File: config.mk
export PLATFORM = sky130hd
export DESIGN_NAME = framed_message_parser
export DESIGN_NICKNAME = d
export VERILOG_FILES = /design/src/hdl/fmp_pkg.sv /design/src/hdl/fmp_parser.sv /design/src/hdl/fmp_queue.sv /design/src/hdl/framed_message_parser.sv
export SDC_FILE = /design/constraint.sdc
export NUM_CORES = 1
export LEC_CHECK = 0
export BUFFER_PORTS_ARGS = -buffer_cell sky130_fd_sc_hd__buf_4
export CAP_MARGIN = 5
export CORE_AREA = 2 2 161 163
export CTS_CLUSTER_SIZE = 8
export DETAILED_ROUTE_END_ITERATION = 7
export DIE_AREA = 0 0 163 165
export PLACE_DENSITY = 0.52
export SYNTH_ARGS = -nofsm -noshare
export SYNTH_HDL_FRONTEND = slang
export SYNTH_SLANG_ARGS = --single-unit
File: constraint.sdc
create_clock -name clock -period 3.8 [get_ports clock]
set_clock_uncertainty 0.2 [all_clocks]
set_input_delay 0.38 -clock clock [delete_from_list [all_inputs] [get_ports clock]]
set_output_delay 0.38 -clock clock [all_outputs]
set_load 0.05 [all_outputs]
File: src/hdl/fmp_pkg.sv
// ----------------------------------------------------------------------------
// fmp_pkg
// Shared types and constants of the framed message parser.
// ----------------------------------------------------------------------------
package fmp_pkg;

   localparam logic [7:0]  MAGIC_FIRST   = 8'hCA;
   localparam logic [7:0]  MAGIC_SECOND  = 8'hFE;
   localparam logic [15:0] MAX_LEN_RESET = 16'd4096;
   localparam logic [7:0]  TYPE_LOW      = 8'h01;
   localparam logic [7:0]  TYPE_HIGH     = 8'h03;

   typedef enum logic [2:0] {
      ST_OK           = 3'd0,
      ST_BAD_MAGIC    = 3'd1,
      ST_TOO_LONG     = 3'd2,
      ST_BAD_TYPE     = 3'd3,
      ST_TRUNCATED    = 3'd4,
      ST_BAD_CHECKSUM = 3'd5
   } status_type;

   // one result item, is_verdict in the lowest bit
   typedef struct packed {
      logic [15:0] frame_length;
      status_type  status;
      logic [1:0]  message_type;
      logic [7:0]  payload_byte;
      logic        is_verdict;
   } result_type;

   // front to queue push
   typedef struct packed {
      logic       valid;
      result_type data;
   } push_type;

endpackage

File: src/hdl/fmp_parser.sv
// ----------------------------------------------------------------------------
// fmp_parser
// Front end: takes buffer bytes, walks the frame header and payload, and
// classifies each byte into a tentative payload byte, a verdict or nothing.
// ----------------------------------------------------------------------------
module fmp_parser (
   input  logic              clock,
   input  logic              reset,
   input  logic              csr_wr_en,
   input  logic [15:0]       csr_wr_data,
   input  logic              accept,
   input  logic [7:0]        data_byte,
   input  logic              end_of_buffer,
   output fmp_pkg::push_type push
);

   typedef enum logic [2:0] {
      PH_MAGIC0  = 3'd0,
      PH_MAGIC1  = 3'd1,
      PH_LEN_LO  = 3'd2,
      PH_LEN_HI  = 3'd3,
      PH_TYPE    = 3'd4,
      PH_PAYLOAD = 3'd5,
      PH_CHECK   = 3'd6
   } phase_type;

   phase_type   phase_ff, phase_in;
   logic [15:0] length_ff, length_in;
   logic [15:0] left_ff, left_in;
   logic [7:0]  xor_ff, xor_in;
   logic [1:0]  type_ff, type_in;
   logic        done_ff, done_in;
   logic [15:0] max_len_ff;

   logic                 verdict;
   logic                 emit;
   logic                 has_len;
   logic [15:0]          full_len;
   logic [15:0]          left_dec;
   fmp_pkg::status_type  status;
   fmp_pkg::result_type  res;

   always_comb begin
      phase_in  = phase_ff;
      length_in = length_ff;
      left_in   = left_ff;
      xor_in    = xor_ff;
      type_in   = type_ff;
      done_in   = done_ff;
      verdict   = 1'b0;
      emit      = 1'b0;
      status    = fmp_pkg::ST_OK;
      has_len   = (phase_ff == PH_TYPE) || (phase_ff == PH_PAYLOAD) ||
                  (phase_ff == PH_CHECK);
      full_len  = {data_byte, length_ff[7:0]};
      left_dec  = left_ff - 16'd1;
      res       = '0;

      if (!done_ff) begin
         case (phase_ff)
            PH_MAGIC0: begin
               if (data_byte != fmp_pkg::MAGIC_FIRST) begin
                  verdict = 1'b1;
                  status  = fmp_pkg::ST_BAD_MAGIC;
               end else begin
                  phase_in = PH_MAGIC1;
               end
            end
            PH_MAGIC1: begin
               if (data_byte != fmp_pkg::MAGIC_SECOND) begin
                  verdict = 1'b1;
                  status  = fmp_pkg::ST_BAD_MAGIC;
               end else begin
                  phase_in = PH_LEN_LO;
               end
            end
            PH_LEN_LO: begin
               length_in = {8'd0, data_byte};
               phase_in  = PH_LEN_HI;
            end
            PH_LEN_HI: begin
               length_in = full_len;
               has_len   = 1'b1;
               if (full_len > max_len_ff) begin
                  verdict = 1'b1;
                  status  = fmp_pkg::ST_TOO_LONG;
               end else begin
                  left_in  = full_len;
                  phase_in = PH_TYPE;
               end
            end
            PH_TYPE: begin
               if (data_byte < fmp_pkg::TYPE_LOW || data_byte > fmp_pkg::TYPE_HIGH) begin
                  verdict = 1'b1;
                  status  = fmp_pkg::ST_BAD_TYPE;
               end else begin
                  type_in  = data_byte[1:0];
                  phase_in = (left_ff != 16'd0) ? PH_PAYLOAD : PH_CHECK;
               end
            end
            PH_PAYLOAD: begin
               if (!end_of_buffer) begin
                  xor_in  = xor_ff ^ data_byte;
                  left_in = left_dec;
                  if (left_dec == 16'd0) begin
                     phase_in = PH_CHECK;
                  end
                  emit             = 1'b1;
                  res.payload_byte = data_byte;
               end
            end
            PH_CHECK: begin
               verdict = 1'b1;
               status  = (xor_ff == data_byte) ? fmp_pkg::ST_OK
                                               : fmp_pkg::ST_BAD_CHECKSUM;
            end
            default: begin
               phase_in = PH_MAGIC0;
            end
         endcase

         // buffer ran out before the checksum byte
         if (!verdict && end_of_buffer) begin
            verdict = 1'b1;
            status  = fmp_pkg::ST_TRUNCATED;
         end

         if (verdict) begin
            emit             = 1'b1;
            done_in          = 1'b1;
            res.is_verdict   = 1'b1;
            res.status       = status;
            res.message_type = (status == fmp_pkg::ST_BAD_TYPE) ? 2'd0 : type_in;
            res.frame_length = has_len ? length_in : 16'd0;
         end
      end

      if (end_of_buffer) begin
         phase_in  = PH_MAGIC0;
         length_in = '0;
         left_in   = '0;
         xor_in    = '0;
         type_in   = '0;
         done_in   = 1'b0;
      end
   end

   assign push.valid = accept && emit;
   assign push.data  = res;

   always_ff @(posedge clock) begin
      if (reset) begin
         phase_ff   <= PH_MAGIC0;
         length_ff  <= '0;
         left_ff    <= '0;
         xor_ff     <= '0;
         type_ff    <= '0;
         done_ff    <= 1'b0;
         max_len_ff <= fmp_pkg::MAX_LEN_RESET;
      end else begin
         if (csr_wr_en) begin
            max_len_ff <= csr_wr_data;
         end
         if (accept) begin
            phase_ff  <= phase_in;
            length_ff <= length_in;
            left_ff   <= left_in;
            xor_ff    <= xor_in;
            type_ff   <= type_in;
            done_ff   <= done_in;
         end
      end
   end

endmodule

File: src/hdl/fmp_queue.sv
// ----------------------------------------------------------------------------
// fmp_queue
// Back end: two-entry result queue that drives the result channel from
// registers and decouples it from the parser.
// ----------------------------------------------------------------------------
module fmp_queue (
   input  logic                clock,
   input  logic                reset,
   input  fmp_pkg::push_type   push,
   output logic                has_room,
   output logic                out_valid,
   input  logic                out_ready,
   output fmp_pkg::result_type out_data
);

   fmp_pkg::result_type mem_ff [2];
   logic       wr_ptr_ff;
   logic       rd_ptr_ff;
   logic [1:0] count_ff, count_in;
   logic       pop;

   assign pop       = out_valid && out_ready;
   assign out_valid = (count_ff != 2'd0);
   assign has_room  = (count_ff != 2'd2);
   assign out_data  = mem_ff[rd_ptr_ff];

   always_comb begin
      count_in = count_ff;
      case ({push.valid, pop})
         2'b10:   count_in = count_ff + 2'd1;
         2'b01:   count_in = count_ff - 2'd1;
         default: count_in = count_ff;
      endcase
   end

   always_ff @(posedge clock) begin
      if (push.valid) begin
         mem_ff[wr_ptr_ff] <= push.data;
      end
   end

   always_ff @(posedge clock) begin
      if (reset) begin
         wr_ptr_ff <= 1'b0;
         rd_ptr_ff <= 1'b0;
         count_ff  <= '0;
      end else begin
         count_ff <= count_in;
         if (push.valid) begin
            wr_ptr_ff <= ~wr_ptr_ff;
         end
         if (pop) begin
            rd_ptr_ff <= ~rd_ptr_ff;
         end
      end
   end

endmodule

File: src/hdl/framed_message_parser.sv
// ----------------------------------------------------------------------------
// framed_message_parser
// Parses magic / length / type / payload / XOR-checksum frames from a byte
// stream and emits tentative payload bytes and one verdict per buffer.
// ----------------------------------------------------------------------------
// Usage:
//   req_* carries one buffer byte per transaction, req_tlast on the buffer's
//   last byte. rsp_* carries results: tentative payload bytes (rsp_tuser 0)
//   and one verdict per buffer (rsp_tuser 1: status, type, frame length).
//   A byte that yields a result writes it into the two-entry result queue,
//   whose registers drive rsp_*; header bytes and bytes after a verdict
//   produce no result. Throughput is one byte per cycle while the queue
//   has room, set by the parser's per-byte update and the result queue.
//   csr_wr_en/csr_wr_data write the maximum payload length (reset 4096);
//   write only while idle.
//   Reset (synchronous) returns the parser to the first magic byte and
//   empties the queue. If the receiver stalls, the queue fills after two
//   results and req_tready drops until an entry drains.
// ----------------------------------------------------------------------------
module framed_message_parser (
   input  logic        clock,
   input  logic        reset,
   input  logic        csr_wr_en,
   input  logic [15:0] csr_wr_data,
   input  logic        req_tvalid,
   output logic        req_tready,
   input  logic [7:0]  req_tdata,  // [7:0] data_byte
   input  logic        req_tlast,  // end_of_buffer
   output logic        rsp_tvalid,
   input  logic        rsp_tready,
   output logic [31:0] rsp_tdata,  // [7:0] payload_byte, [9:8] message_type,
                                   // [12:10] status, [28:13] frame_length,
                                   // [31:29] zero
   output logic        rsp_tuser   // is_verdict
);

   fmp_pkg::push_type   push;
   fmp_pkg::result_type out_data;
   logic                has_room;
   logic                accept;

   assign req_tready = has_room;
   assign accept     = req_tvalid && has_room;

   fmp_parser u_parser (
      .clock         (clock),
      .reset         (reset),
      .csr_wr_en     (csr_wr_en),
      .csr_wr_data   (csr_wr_data),
      .accept        (accept),
      .data_byte     (req_tdata),
      .end_of_buffer (req_tlast),
      .push          (push)
   );

   fmp_queue u_queue (
      .clock     (clock),
      .reset     (reset),
      .push      (push),
      .has_room  (has_room),
      .out_valid (rsp_tvalid),
      .out_ready (rsp_tready),
      .out_data  (out_data)
   );

   assign rsp_tuser = out_data.is_verdict;
   assign rsp_tdata = {3'b000, out_data.frame_length, out_data.status,
                       out_data.message_type, out_data.payload_byte};

endmodule

==> impl_metrics.tcl <==
set metrics [dict create \
    status "completed" \
    max_clock_freq_mhz 300 \
    synth_edf_count 60 \
    clk_latency_ns 0.43 \
    synth_cells 675 \
    layout-drive-gt1-share_pct 20.5 \
    yosys-top-cells-area "edfxtp_1 28%, dfxtp_1 21%, mux2_2 5.2%" \
    gp_congestion 0.876 \
    cts_resized 0 \
    criticalPathCategory "flop to flop" \
    yosysUniqueCellTypes 70 \
    num-nets-final 798 \
    cts_inserted_buffers 17 \
    synth_warnings 0 \
    r2r_slack_ns 0.46 \
    switching_share_pct 35.5 \
    p_leak_nw 2.99 \
    cp_slowest_cell "a31oi_1" \
    slew_headroom_pct 43.0 \
    async_flop_share_pct 0 \
    root_buffer "clkbuf_16" \
    cpMostUsedCell "ha_1" \
    first_pass_iters 5 \
    num_vias 5301 \
    syn_avg_cell_area_sq_um 9.58 \
    fp.dieH_um 165 \
    p_comb_share_pct 28.4 \
    clk_pin_slew_ns 0.06 \
    tightest_slew_ns 0.851 \
    cp_top_family "compound AO/OA/AOI/OAI gates" \
    switchingPower_mw 1.62 \
    clock-sinks 127 \
    worst_path_largest_cell_delay_ns 0.63 \
    ioPinCount 65 \
    dieArea_sq_mm 0.0269 \
    synth-seq-cells 127 \
    setup_ws_ns 0.463 \
    num_rows 58 \
    hold_viol_final 0 \
    setup-violations-final 0 \
    wl_per_cell_um 16.7 \
    synth_top_cells_by_count "89 x nor2_1, 67 x dfxtp_1, 65 x nand2_1, 60 x edfxtp_1, 58 x a21oi_1" \
    grt_max_degree 66 \
    yosysMostFrequentCell "nor2_1" \
    cts_tree "done" \
    power.internal_mw 2.95 \
    sequentialPowerShare_pct 35.4 \
    fin_tns_setup_ns 0 \
    synth_top_area_share_pct 27.9 \
    fin_crit_ns 3.34 \
    crit_required_ns 3.96 \
    diodes 0 \
    core_area_sq_mm 0.0250 \
    worstPathArrival_ns 3.50 \
    track_usage_pct 14.1 \
    crit_path_start_kind "flop" \
    port_buffers 61 \
    dp_hpwl_um 12700 \
    wl_um 18300 \
    synthesis.area_sq_mm 0.00647 \
    drc_errors 0 \
    max-cap-violations 0 \
    clock_power_share_pct 36.1 \
    slew_violations 0 \
    path_buf_inv 1 \
    antenna_found_initial 0 \
    ir_worst_vdd_mv 0.304 \
    ys.flop_type "dfxtp_1" \
    grt_pass1_vias 4941 \
    power_mw 4.57 \
    final_cell_area_sq_mm 0.00811 \
    yosysSeqAreaShare_pct 48.6 \
    p_per_area_mw_per_mm2 564 \
    drt-vias-per-instance 4.85 \
    worstPathMaxFanout 5 \
    min_path_type "input port to flop" \
    drt_iter0_drc 498 \
    post-place-ws_ns 0.316 \
    grt_pass1_wl_um 28600 \
    die_x_um 163 \
    cts_buffer_depth 2 \
    antenna_left 0 \
    fin_crit_sh_pct 87.8 \
    h-tree-depth 4 \
    initial_core_util_pct 25.8 \
    rsz0062_at_grt "no" \
    grt-ovfl-total 0 \
    endpoint_kind "flop" \
    path_cells "inv_1, ha_1, nor2b_1, o211ai_1, a2111o_1, a31oi_1, o41ai_2, ha_1, or3_1, a21oi_1" \
    synth_top_cell_by_area "edfxtp_1" \
    post-route-util_pct 32.4 \
    dpl_cell_area_sq_mm 0.00735 \
    area_delta_synth_final_pct 25.3 \
]
-- stage by stage --
stage	hold slack [ns]	std cells
after CTS	0.102	1092
after floorplan	0.255	677
final	0.124	1092
after detailed placement	0.284	1044
after global placement	0.275	1044
after global routing	0.137	1092
-- power by group through the flow --
stage	clock, mW	combinational [mW]	sequential [mW]
2_1_floorplan	0	0.918	1.64
3_3_place_gp	0	1.31	1.65
3_5_place_dp	0	1.31	1.65
4_1_cts	1.68	1.33	1.62
5_1_grt	1.73	1.39	1.63
6_report	1.65	1.30	1.62
-- final timing paths --
kind / end / startpoint / cells past startpoint
hold / removal: u_parser.length_ff[7]$_SDFFE_PP0P_ / req_tdata[7] / 3
setup reg to reg: u_queue.count_ff[1]$_SDFFE_PP0P_ / u_parser.length_ff[0]$_SDFFE_PP0P_ / 10
hold reg to reg: u_parser.max_len_ff[12]$_SDFFE_PP1P_ / u_parser.max_len_ff[12]$_SDFFE_PP1P_ / 2
setup / recovery: u_queue.count_ff[1]$_SDFFE_PP0P_ / u_parser.length_ff[0]$_SDFFE_PP0P_ / 10
-- sequential cells by signal (all words and copies together), names as in the netlist, 2 cells and up, named ones only --
| signal | count |
|---|---|
| u_queue.mem_ff | 60 |
| u_parser.left_ff | 16 |
| u_parser.length_ff | 16 |
| u_parser.max_len_ff | 16 |
| u_parser.xor_ff | 8 |
| u_parser.phase_ff | 3 |
| u_parser.type_ff | 2 |
| u_queue.count_ff | 2 |
-- worst register-to-register path, stage by stage (launching register included) --
cell and delay, ns:
dfxtp_1 0.49, inv_1 0.09, ha_1 0.19, nor2b_1 0.10
o211ai_1 0.10, a2111o_1 0.42, a31oi_1 0.63, o41ai_2 0.20
ha_1 0.34, or3_1 0.37, a21oi_1 0.13
-- cells by family (layout without fill, tap and decap cells) --
kind of cell | after synthesis | in the layout | synth area share, %
xor+xnor | 18 | 18 | 2.44
buf+inv | 69 | 154 | 4.22
mux | 46 | 46 | 7.70
compound gates | 156 | 156 | 16.0
fa+ha+maj | 19 | 19 | 3.68
simple gates | 239 | 239 | 17.4
flops | 127 | 127 | 48.6
other cells | 1 | 3 | 0.0580
-- final cells by class --
type / count / area [sq um]
clock buffers: 17 / 425
clock inverters: 15 / 173
fillers: 2600 / 16900
inverters: 25 / 93.8
multi-input cells: 481 / 3060
flip-flops and latches: 127 / 3140
well taps: 330 / 413
repair buffers: 97 / 793
-- metal layers --
layer | track usage [%] | share of wire (%) | vias up
li1 | - | - | 2601
met1 | 19.7 | 47 | 2506
met2 | 21.8 | 45 | 174
met3 | 2.51 | 5.9 | 20
met4 | 5.11 | 1.5 | 0
met5 | 0 | 0 | -
-- cell usage in the layout, fill, tap and decap left out, types with 17 or more instances in the layout --
cell type  instances
o21ai_0           24
dfxtp_1           67
ha_1              19
a21oi_1           58
mux2_2            30
buf_4             79
edfxtp_1          60
nand2_1           65
a22oi_1           18
inv_1             25
clkbuf_16         17
nor2_1            87
-- repair_timing --
item,in CTS,in global routing
hold endpoints to repair,16,0
hold buffers,16,0
buffers inserted,0,0
No activity file was read; power rests on OpenSTA's default activity.
